File: config.mk
export PLATFORM = sky130hd
export DESIGN_NAME = hermite_coefficient_generator_flat
export DESIGN_NICKNAME = d
export VERILOG_FILES = /design/src/hw/rtl/hcg_pkg.sv /design/src/hw/rtl/hcg_if.sv /design/src/hw/rtl/hermite_coefficient_generator.sv /design/src/flat_wrapper.sv
export SDC_FILE = /design/constraint.sdc
export NUM_CORES = 2
export LEC_CHECK = 0
export BUFFER_PORTS_ARGS = -buffer_cell sky130_fd_sc_hd__buf_2
export CAP_MARGIN = 10
export CORE_ASPECT_RATIO = 1.4
export CORE_UTILIZATION = 55
export DETAILED_ROUTE_END_ITERATION = 8
export PLACE_DENSITY = 0.73
export SYNTH_ARGS = -nofsm -noshare
export SYNTH_HDL_FRONTEND = slang
export SYNTH_SLANG_ARGS = --single-unit
File: constraint.sdc
create_clock -name clk_i -period 12.2 [get_ports clk_i]
set_clock_uncertainty 0.2 [all_clocks]
set_input_delay 0 -clock clk_i [delete_from_list [all_inputs] [get_ports clk_i]]
set_output_delay 0 -clock clk_i [all_outputs]
set_load 0.1 [all_outputs]
File: src/hw/rtl/hcg_pkg.sv
// ----------------------------------------------------------------------------
// hcg_pkg
// shared widths, limits and state encoding of the hermite coefficient generator
// ----------------------------------------------------------------------------
package hcg_pkg;

  localparam int unsigned MaxRank = 20;
  localparam int unsigned RankW   = 8;
  localparam int unsigned RowW    = 48;
  localparam int unsigned CoefW   = 49;
  localparam int unsigned DegW    = 5;

  typedef enum logic [2:0] {
    StIdle,
    StInit0,
    StInit1,
    StRun,
    StDrain,
    StEmitRd,
    StEmitOut
  } hcg_state_e;

endpackage

File: src/hw/rtl/hcg_if.sv
// ----------------------------------------------------------------------------
// hcg channel interfaces
// request and result channels with valid/ready handshake
// ----------------------------------------------------------------------------
interface hcg_req_if import hcg_pkg::*; ();
  logic             valid;
  logic             ready;
  logic             func;
  logic [RankW-1:0] rank;

  modport source (output valid, func, rank, input ready);
  modport sink   (input valid, func, rank, output ready);
endinterface

interface hcg_rsp_if import hcg_pkg::*; ();
  logic                    valid;
  logic                    ready;
  logic signed [CoefW-1:0] coefficient;
  logic [DegW-1:0]         degree;
  logic                    last;
  logic                    clamped;

  modport source (output valid, coefficient, degree, last, clamped, input ready);
  modport sink   (input valid, coefficient, degree, last, clamped, output ready);
endinterface

File: src/hw/rtl/hermite_coefficient_generator.sv
// ----------------------------------------------------------------------------
// hermite coefficient generator
// builds the integer coefficient row of a hermite polynomial (probabilists'
// or physicists') by the three-term recurrence over two row memories, then
// streams the coefficients from degree 0 up to the rank
// ----------------------------------------------------------------------------
//   channel  dir  beat                                   handshake
//   req_i    in   func, rank                             valid/ready
//   rsp_o    out  coefficient, degree, last, clamped     valid/ready
//
// one request at a time; r is the rank after clamping to MAX_RANK
// steps: accept, init (StInit0, StInit1), recurrence and drain (r >= 2 only),
//   then a read and an output for each result beat (r+1 beats)
// the recurrence issues one row-memory read pair per cycle, pace set by the
//   single read port of each row memory
// reset leaves row memories unwritten; every request rewrites what it reads
// a stalled result beat holds the block; no new request until the last beat
// ----------------------------------------------------------------------------
module hermite_coefficient_generator import hcg_pkg::*; #(
  parameter int unsigned MAX_RANK = MaxRank
) (
  input  logic       clk_i,
  input  logic       rst_ni,
  hcg_req_if.sink    req_i,
  hcg_rsp_if.source  rsp_o
);

  localparam int unsigned Depth = MAX_RANK + 1;
  localparam int unsigned IdxW  = $clog2(Depth);
  localparam int unsigned BW    = IdxW + 1;

  hcg_state_e state_q, state_d;

  logic            phys_q, phys_d;
  logic            clamp_q, clamp_d;
  logic [IdxW-1:0] rank_q, rank_d;
  logic [IdxW-1:0] n_q, n_d;
  logic [IdxW-1:0] k_q, k_d;
  logic [IdxW-1:0] nm1;

  logic            rd_vld_q, rd_vld_d;
  logic            rd_top_q, rd_top_d;
  logic            rd_zero_q, rd_zero_d;
  logic [IdxW-1:0] rd_k_q, rd_k_d;
  logic [BW-1:0]   rd_b_q, rd_b_d;
  logic [RowW-1:0] hold_q, hold_d;

  logic [RowW-1:0] older_mem [Depth];
  logic [RowW-1:0] newer_mem [Depth];
  logic [RowW-1:0] older_rd_q, newer_rd_q;

  logic            older_we, newer_we, older_re, newer_re;
  logic [IdxW-1:0] older_wa, newer_wa, older_ra, newer_ra;
  logic [RowW-1:0] older_wd, newer_wd;

  logic [RowW-1:0] lo, ol, scaled, prod, upd, src;

  // row memories
  always_ff @(posedge clk_i) begin
    if (older_we) older_mem[older_wa] <= older_wd;
    if (older_re) older_rd_q <= older_mem[older_ra];
  end

  always_ff @(posedge clk_i) begin
    if (newer_we) newer_mem[newer_wa] <= newer_wd;
    if (newer_re) newer_rd_q <= newer_mem[newer_ra];
  end

  // recurrence update: a*H(n-1)[k-1] - b*H(n-2)[k], modulo 2^48
  assign lo     = rd_zero_q ? '0 : newer_rd_q;
  assign ol     = rd_top_q ? '0 : older_rd_q;
  assign scaled = phys_q ? {lo[RowW-2:0], 1'b0} : lo;
  assign prod   = ol * {{(RowW-BW){1'b0}}, rd_b_q};
  assign upd    = scaled - prod;
  assign nm1    = n_q - 1'b1;

  always_ff @(posedge clk_i or negedge rst_ni) begin
    if (!rst_ni) begin
      state_q  <= StIdle;
      rd_vld_q <= 1'b0;
    end else begin
      state_q  <= state_d;
      rd_vld_q <= rd_vld_d;
    end
  end

  always_ff @(posedge clk_i) begin
    phys_q    <= phys_d;
    clamp_q   <= clamp_d;
    rank_q    <= rank_d;
    n_q       <= n_d;
    k_q       <= k_d;
    rd_top_q  <= rd_top_d;
    rd_zero_q <= rd_zero_d;
    rd_k_q    <= rd_k_d;
    rd_b_q    <= rd_b_d;
    hold_q    <= hold_d;
  end

  always_comb begin
    state_d   = state_q;
    phys_d    = phys_q;
    clamp_d   = clamp_q;
    rank_d    = rank_q;
    n_d       = n_q;
    k_d       = k_q;
    rd_vld_d  = 1'b0;
    rd_top_d  = rd_top_q;
    rd_zero_d = rd_zero_q;
    rd_k_d    = rd_k_q;
    rd_b_d    = rd_b_q;
    hold_d    = hold_q;
    older_re  = 1'b0;
    newer_re  = 1'b0;
    older_ra  = '0;
    newer_ra  = '0;
    older_we  = 1'b0;
    newer_we  = 1'b0;
    older_wa  = '0;
    newer_wa  = '0;
    older_wd  = '0;
    newer_wd  = '0;
    req_i.ready = 1'b0;
    rsp_o.valid = 1'b0;

    // write-back of the update issued last cycle
    if (rd_vld_q) begin
      newer_we = 1'b1;
      newer_wa = rd_k_q;
      newer_wd = upd;
      older_we = 1'b1;
      older_wa = rd_k_q;
      older_wd = rd_top_q ? '0 : hold_q;
      hold_d   = newer_rd_q;
    end

    unique case (state_q)
      StIdle: begin
        req_i.ready = 1'b1;
        if (req_i.valid) begin
          phys_d = req_i.func;
          if (req_i.rank > RankW'(MAX_RANK)) begin
            rank_d  = IdxW'(MAX_RANK);
            clamp_d = 1'b1;
          end else begin
            rank_d  = IdxW'(req_i.rank);
            clamp_d = 1'b0;
          end
          state_d = StInit0;
        end
      end
      StInit0: begin
        older_we = 1'b1;
        older_wa = '0;
        older_wd = RowW'(1);
        newer_we = 1'b1;
        newer_wa = '0;
        newer_wd = '0;
        state_d  = StInit1;
      end
      StInit1: begin
        older_we = 1'b1;
        older_wa = IdxW'(1);
        older_wd = '0;
        newer_we = 1'b1;
        newer_wa = IdxW'(1);
        newer_wd = phys_q ? RowW'(2) : RowW'(1);
        if (rank_q >= IdxW'(2) && rank_q > IdxW'(1)) begin
          n_d     = IdxW'(2);
          k_d     = IdxW'(2);
          state_d = StRun;
        end else begin
          k_d     = '0;
          state_d = StEmitRd;
        end
      end
      StRun: begin
        newer_re  = 1'b1;
        newer_ra  = (k_q == '0) ? '0 : k_q - 1'b1;
        older_re  = 1'b1;
        older_ra  = k_q;
        rd_vld_d  = 1'b1;
        rd_k_d    = k_q;
        rd_top_d  = (k_q == n_q);
        rd_zero_d = (k_q == '0);
        rd_b_d    = phys_q ? {nm1, 1'b0} : {1'b0, nm1};
        if (k_q == '0) begin
          if (n_q == rank_q) begin
            state_d = StDrain;
          end else begin
            n_d = n_q + 1'b1;
            k_d = n_q + 1'b1;
          end
        end else begin
          k_d = k_q - 1'b1;
        end
      end
      StDrain: begin
        k_d     = '0;
        state_d = StEmitRd;
      end
      StEmitRd: begin
        if (rank_q == '0) begin
          older_re = 1'b1;
          older_ra = '0;
        end else begin
          newer_re = 1'b1;
          newer_ra = k_q;
        end
        state_d = StEmitOut;
      end
      StEmitOut: begin
        rsp_o.valid = 1'b1;
        if (rsp_o.ready) begin
          if (k_q == rank_q) begin
            state_d = StIdle;
          end else begin
            k_d     = k_q + 1'b1;
            state_d = StEmitRd;
          end
        end
      end
      default: begin
        state_d = StIdle;
      end
    endcase
  end

  assign src               = (rank_q == '0) ? older_rd_q : newer_rd_q;
  assign rsp_o.coefficient = {src[RowW-1], src};
  assign rsp_o.degree      = DegW'(k_q);
  assign rsp_o.last        = (k_q == rank_q);
  assign rsp_o.clamped     = clamp_q;

endmodule

File: src/flat_wrapper.sv
// flat-port wrapper written by rule: the top's interface ports become plain ports
module hermite_coefficient_generator_flat import hcg_pkg::*;
#(
  parameter int unsigned MAX_RANK = MaxRank
)
  (clk_i, rst_ni, req_i_valid, req_i_func, req_i_rank, req_i_ready, rsp_o_valid, rsp_o_coefficient, rsp_o_degree, rsp_o_last, rsp_o_clamped, rsp_o_ready);
  hcg_req_if req_i_i ();
  hcg_rsp_if rsp_o_i ();
  input  logic clk_i;
  input  logic rst_ni;
  input wire logic [$bits(req_i_i.valid)-1:0] req_i_valid;
  input wire logic [$bits(req_i_i.func)-1:0] req_i_func;
  input wire logic [$bits(req_i_i.rank)-1:0] req_i_rank;
  output wire logic [$bits(req_i_i.ready)-1:0] req_i_ready;
  output wire logic [$bits(rsp_o_i.valid)-1:0] rsp_o_valid;
  output wire logic [$bits(rsp_o_i.coefficient)-1:0] rsp_o_coefficient;
  output wire logic [$bits(rsp_o_i.degree)-1:0] rsp_o_degree;
  output wire logic [$bits(rsp_o_i.last)-1:0] rsp_o_last;
  output wire logic [$bits(rsp_o_i.clamped)-1:0] rsp_o_clamped;
  input wire logic [$bits(rsp_o_i.ready)-1:0] rsp_o_ready;
  assign req_i_i.valid = req_i_valid;
  assign req_i_i.func = req_i_func;
  assign req_i_i.rank = req_i_rank;
  assign req_i_ready = req_i_i.ready;
  assign rsp_o_valid = rsp_o_i.valid;
  assign rsp_o_coefficient = rsp_o_i.coefficient;
  assign rsp_o_degree = rsp_o_i.degree;
  assign rsp_o_last = rsp_o_i.last;
  assign rsp_o_clamped = rsp_o_i.clamped;
  assign rsp_o_i.ready = rsp_o_ready;
  hermite_coefficient_generator #(.MAX_RANK(MAX_RANK)) u_core (.clk_i(clk_i), .rst_ni(rst_ni), .req_i(req_i_i), .rsp_o(rsp_o_i));
endmodule
## After elaboration in Yosys (flattened, before gate mapping)

Memory sizes are Yosys's and may differ from the RTL's. A register that Yosys moved wholly into a read port is not among the register bits.
Index checks and enable logic that the tools add are counted.

- Divide/modulo/power cells: 0
- Shift-type cells: 0
- Eq/ne operators: 17
- Reduce and logical (&&, ||, !) cells: 11
- Magnitude comparators: 3
- Multiply operators: 1
- Add/sub/neg operators: 5
- Mux-type cells: 45
- Bitwise gates (word level): 0

Operators with widths:

| kind | count |
|---|---|
| two-way mux 48 bit | 7 |
| one-hot mux 48 bit (2 select lines) | 2 |
| two-way mux 5 bit | 11 |
| multiplier 48 x 6 -> 48 bit | 1 |
| subtractor 48 bit | 1 |
| one-hot mux 5 bit (2 select lines) | 3 |
| one-hot mux 3 bit (7 select lines) | 1 |
| one-hot mux 5 bit (4 select lines) | 1 |
| two-way mux 3 bit | 6 |
| equality test 5 bit | 3 |
| AND reduction 4 bit | 3 |
| adder 5 x 1 -> 5 bit, second input constant | 2 |
| logical NOT 5 bit | 2 |
| two-way mux 1 bit | 10 |
| subtractor 5 x 1 -> 5 bit, second input constant | 2 |
| equality test 3 bit, second input constant | 3 |
| > comparator 8 x 5 -> 1 bit, second input constant | 1 |
| inequality test 2 bit, second input constant | 4 |
| equality test 3 x 2 -> 1 bit, second input constant | 2 |
| inequality test 2 x 1 -> 1 bit, second input constant | 3 |
| >= comparator 5 x 2 -> 1 bit, second input constant | 1 |
| > comparator 5 x 1 -> 1 bit, second input constant | 1 |
| two-way mux 2 bit | 2 |
| one-hot mux 1 bit (2 select lines) | 2 |
| other kinds (8) | 8 |

- Bits in read-only memories: 0
- Memories: 2
- Input port bits: 13
- Logic and storage cells: 98
- Flip-flop bits (word level): 82
- RAM bits: 2016
- Output and inout port bits: 58
- Bits in latches: 0

Memory list:

| name | depth | width | rd ports | clocked after Yosys merged registers in | wr ports | RTL line | source |
|---|---|---|---|---|---|---|---|
| u_core.newer_mem | 21 | 48 | 1 | 1 | 1 | hermite_coefficient_generator.sv:49 | `logic [RowW-1:0] newer_mem [Depth];` |
| u_core.older_mem | 21 | 48 | 1 | 1 | 1 | hermite_coefficient_generator.sv:48 | `logic [RowW-1:0] older_mem [Depth];` |

## Logic depth before layout (Yosys ltp)

- Word-level depth: 5
- Mapped depth: 21
- Mapped depth without buffers: 17

## Least setup slack after synthesis

Ideal clock, no wire load.

- Path type: flip-flop to flip-flop
- Start: reg u_core.rd_vld_q
- End: mem u_core.newer_mem[20][0], enable pin
- Required time: 11.180 ns
- Cell stages (with the launch flop): 7
- Library setup time: 0.820 ns
- Buffers on the path: 0
- Period minus slack after synthesis: 12.631 ns
- Arrival: 11.611 ns
- Setup slack: -0.431 ns
- Cell sequence: dfrtp_1 > nand2_1 > o21ai_0 > nand2_1 > o21ai_0 > or2_2 > nor4b_1

- Cells in the longest elaborated chain, start to end: 4
- Elaborated cells between the ends (all ways): 6
- Those cells by class: mux: 6

RTL lines:

| element | RTL line | source |
|---|---|---|
| start, declared | hermite_coefficient_generator.sv:41 | `logic rd_vld_q, rd_vld_d;` |
| start signal, assigned | hermite_coefficient_generator.sv:83 | `rd_vld_q <= rd_vld_d;` |
| two-way mux 1 bit | hermite_coefficient_generator.sv:127 | `if (rd_vld_q) begin` |
| two-way mux 1 bit | hermite_coefficient_generator.sv:137 | `unique case (state_q)` |
| two-way mux 1 bit | hermite_coefficient_generator.sv:65 | `if (newer_we) newer_mem[newer_wa] <= newer_wd;` |
| two-way mux 1 bit (not written as such) | hermite_coefficient_generator.sv:65 |  |
| end, declared | hermite_coefficient_generator.sv:49 |  |

Several ways; a longest one is shown, not always the timed one.

## Worst setup path after layout

- Start: reg u_core.rd_top_q
- End: mem u_core.newer_mem[0][38], data pin

- Cells in the longest elaborated chain, start to end: 5

RTL lines:

| element | RTL line | source |
|---|---|---|
| start, declared | hermite_coefficient_generator.sv:42 | `logic rd_top_q, rd_top_d;` |
| start signal, assigned | hermite_coefficient_generator.sv:93 | `rd_top_q <= rd_top_d;` |
| two-way mux 48 bit | hermite_coefficient_generator.sv:71 | `assign ol = rd_top_q ? '0 : older_rd_q;` |
| multiplier 48 x 6 -> 48 bit | hermite_coefficient_generator.sv:73 | `assign prod = ol * {{(RowW-BW){1'b0}}, rd_b_q};` |
| subtractor 48 bit | hermite_coefficient_generator.sv:74 | `assign upd = scaled - prod;` |
| two-way mux 48 bit | hermite_coefficient_generator.sv:127 |  |
| one-hot mux 48 bit (2 select lines) | hermite_coefficient_generator.sv:137 |  |
| via u_core.newer_wd[38] | hermite_coefficient_generator.sv:54 | `logic [RowW-1:0] older_wd, newer_wd;` |

The timed path passes the listed nets, and every way through them passes these cells.

==> flow_metrics.py <==
metrics = {
    "synth": {
        "yosysTopAreaCell": "edfxtp_1",
        "synth_edf_count": 2190,
        "synth_seq_cells": 2194,
        "yosys-top-cells-area": "edfxtp_1 68%, nand2_1 6.6%, fa_1 4.5%",
        "ys_async_sr_fraction_pct": 0.182,
        "synth_top_area_share_pct": 68.0,
        "synth_ff_type": "edfxtp_1",
        "avgSynthCellArea_um2": 13.0,
        "syn_inst": 7436,
        "synth_seq_area_share_pct": 68.1,
        "syn-num-nets": 7723,
        "yosys.cell_types.count": 72,
        "yosysWarningCount": 0,
        "netlist_area_um2": 96700,
    },
    "worst_setup_path": {
        "crit_path_top_delay_cell": "nor2_1",
        "cp_max_fo": 47,
        "path_cells": "nor2b_4, buf_4, nand2_1, fa_1, fa_1, fa_1, fa_1, ha_1, a21oi_1, a21boi_0, a2111oi_2, or4b_2, a21oi_1, or2_2, xnor2_1, nor2_1",
        "cp.arrival_ps": 8180,
        "r2r_setup_slack_ps": 4290,
        "startpoint_type": "flop",
        "cp_top_family": "adder cells",
        "path_buf_inv": 1,
        "criticalPathCategory": "reg -> reg",
        "cp_common_cell": "fa_1",
        "required_ps": 12470,
        "end_kind": "flop",
        "cpPeakStageDelay_ps": 950,
    },
    "placed_design": {
        "numPortBuffers": 70,
        "gp_congestion": 0.922,
        "hpwl_um": 148000,
    },
    "routing": {
        "dr.pass1.iters": 9,
        "ant_nets": 0,
        "routed_via_density": 6.48,
        "dr_total_vias": 63600,
        "wl_um": 271000,
        "wl_per_cell_um": 27.6,
        "drtIter0Drc": 8631,
        "drc": 0,
    },
    "clocking": {
        "cts_buffers": 191,
        "cts_num_sinks": 2194,
        "h-tree-depth": 4,
        "insertion_delay_ps": 860,
        "cts-resized-gates": 0,
        "cts_buffer_depth": 3,
        "clkTransAtPathRegs_ps": 70,
        "tritoncts": "done",
        "postCtsSetupRepairBufs": 0,
        "ctsHoldBuffers": 28,
        "cts_root_buf": "clkbuf_16",
    },
    "timing": {
        "final.min_clock_period_ps": 7910,
        "hold_viol": 0,
        "fin_tns_setup_ps": 0,
        "fmax_mhz": 126,
        "setup_violations": 0,
        "slew_headroom_pct": 14.4,
        "period_share_pct": 64.9,
        "drv_slew": 0,
        "tightest_slew_ps": 1280,
        "rsz0062_at_grt": "no",
    },
    "grt": {
        "grt_usage_pct": 30.2,
        "gr-total-overflow": 0,
        "grt_antenna_before_repair": 15,
        "grt_max_degree": 185,
        "grt_pass1_wl_um": 395000,
        "grt_pass1_vias": 62100,
    },
    "outcome": {
        "status": "finished, final reports clean",
    },
    "finish": {
        "layout_commonest_cell": "edfxtp_1",
        "final_cell_mix": "2190 x edfxtp_1, 1701 x nand2_1, 556 x nand3_1, 367 x nor2_1, 309 x a21oi_1",
        "area_delta_synth_final_pct": 9.78,
        "layout-drive-gt1-share_pct": 8.32,
        "final_nets": 7640,
        "multi_input_area_um2": 29000,
        "ff_latch_area_um2": 65900,
        "fill_cells": 12800,
    },
    "die": {
        "core_area_um2": 174000,
        "rows": 181,
        "initial_core_util_pct": 55.5,
        "die_area_um2": 178000,
        "die_h_um": 498,
        "die_w_um": 356,
        "io_pins": 71,
    },
    "flow_run": {
        "cap_viol_max_count": 0,
    },
    "hold_path": {
        "hold_class": "in -> reg",
    },
}
## stage by stage
step	setup slack (ps)	std cells	util, %	cell area [um^2]	hold slack [ps]
floorplan	4380	7436	-	96700	-496
global placement	4490	9408	57.1	99500	-387
detailed placement	4380	9408	57.1	99500	-386
CTS	4370	9791	60.9	106000	92.2
global route	3920	9803	61.0	106000	207
finish	4290	9805	61.0	106000	153
## path summary, 6_finish.rpt
check | cells after the start | to | startpoint
min | 5 | u_core.state_q[1] | rsp_o_ready
min reg2reg | 0 | u_core.hold_q[25] | u_core.newer_rd_q[25]
max reg2reg | 16 | u_core.newer_mem[0][38] | u_core.rd_top_q
max | 16 | u_core.newer_mem[0][38] | u_core.rd_top_q
min in group asynchronous | 4 | u_core.state_q[1] | rst_ni
max in group asynchronous | 4 | u_core.rd_vld_q | rst_ni
## synth_stat cells, types with 22 or more instances
| cell | instances |
|---|---|
| a311oi_1 | 142 |
| edfxtp_1 | 2190 |
| buf_1 | 38 |
| fa_1 | 216 |
| mux2_2 | 49 |
| xnor2_1 | 43 |
| clkbuf_1 | 385 |
| buf_2 | 73 |
| nor3_1 | 22 |
| or3_1 | 23 |
| ha_1 | 58 |
| a221oi_1 | 69 |
| nand3_1 | 556 |
| a21o_1 | 31 |
| and2_1 | 82 |
| o21ai_0 | 93 |
| inv_1 | 75 |
| nand2_1 | 1707 |
| xor2_1 | 24 |
| and3_1 | 149 |
| mux2i_1 | 193 |
| o211ai_1 | 104 |
| a21oi_1 | 310 |
| a31oi_1 | 70 |
| o221ai_1 | 47 |
| nor2_1 | 393 |
| a311o_1 | 49 |
| a211oi_1 | 80 |
## layout make-up
type	instances	share of cell area, %
flip-flops and latches	2194	62.0
repair buffers	230	1.73
clock buffers	231	4.71
multi-input cells	4659	27.3
clock inverters	124	1.26
inverters	77	0.275
diodes	3	0.00707
well taps	2287	2.70
## state kept, by name (all words and copies together), names as in the netlist, 3 cells and up
name	cells
u_core.rsp_o.degree	5
u_core.rank_q	5
u_core.hold_q	48
u_core.n_q	5
u_core.state_q	3
u_core.older_rd_q	48
u_core.rd_b_q	6
u_core.rd_k_q	5
u_core.older_mem	1008
u_core.newer_mem	1008
u_core.newer_rd_q	48
## cells by family (layout without fill, tap and decap cells)
logic type / count (synthesis) / in the layout / synth area share, %
adders and majority gates: 274 / 274 / 5.22
AOI/OAI and AO/OA: 1073 / 1073 / 7.80
DFF: 2194 / 2194 / 68.1
xor gates and xnor gates: 67 / 67 / 0.607
muxes: 242 / 242 / 2.57
other: 0 / 3 / 0
buffers and inverters: 583 / 662 / 2.41
and+or+nand+nor: 3003 / 3003 / 13.3
## worst register-to-register path: stages (launching register included)
cell and delay [ps]:
edfxtp_1 730, nor2b_4 210, buf_4 480, nand2_1 210, fa_1 530, fa_1 570, fa_1 440, fa_1 460
ha_1 370, a21oi_1 440, a21boi_0 210, a2111oi_2 690, or4b_2 330, a21oi_1 150, or2_2 400, xnor2_1 170
nor2_1 950
## per-layer routing
metal,vias up,wire [um],track usage (%)
met2,3761,133000,50.6
met4,14,13500,14.3
li1,27200,-,-
met1,31800,97100,38.2
met3,772,26900,5.25
met5,-,96,0
Power is not shown: default switching activity piles up to over one toggle a cycle in this logic, so the estimate is an artifact.
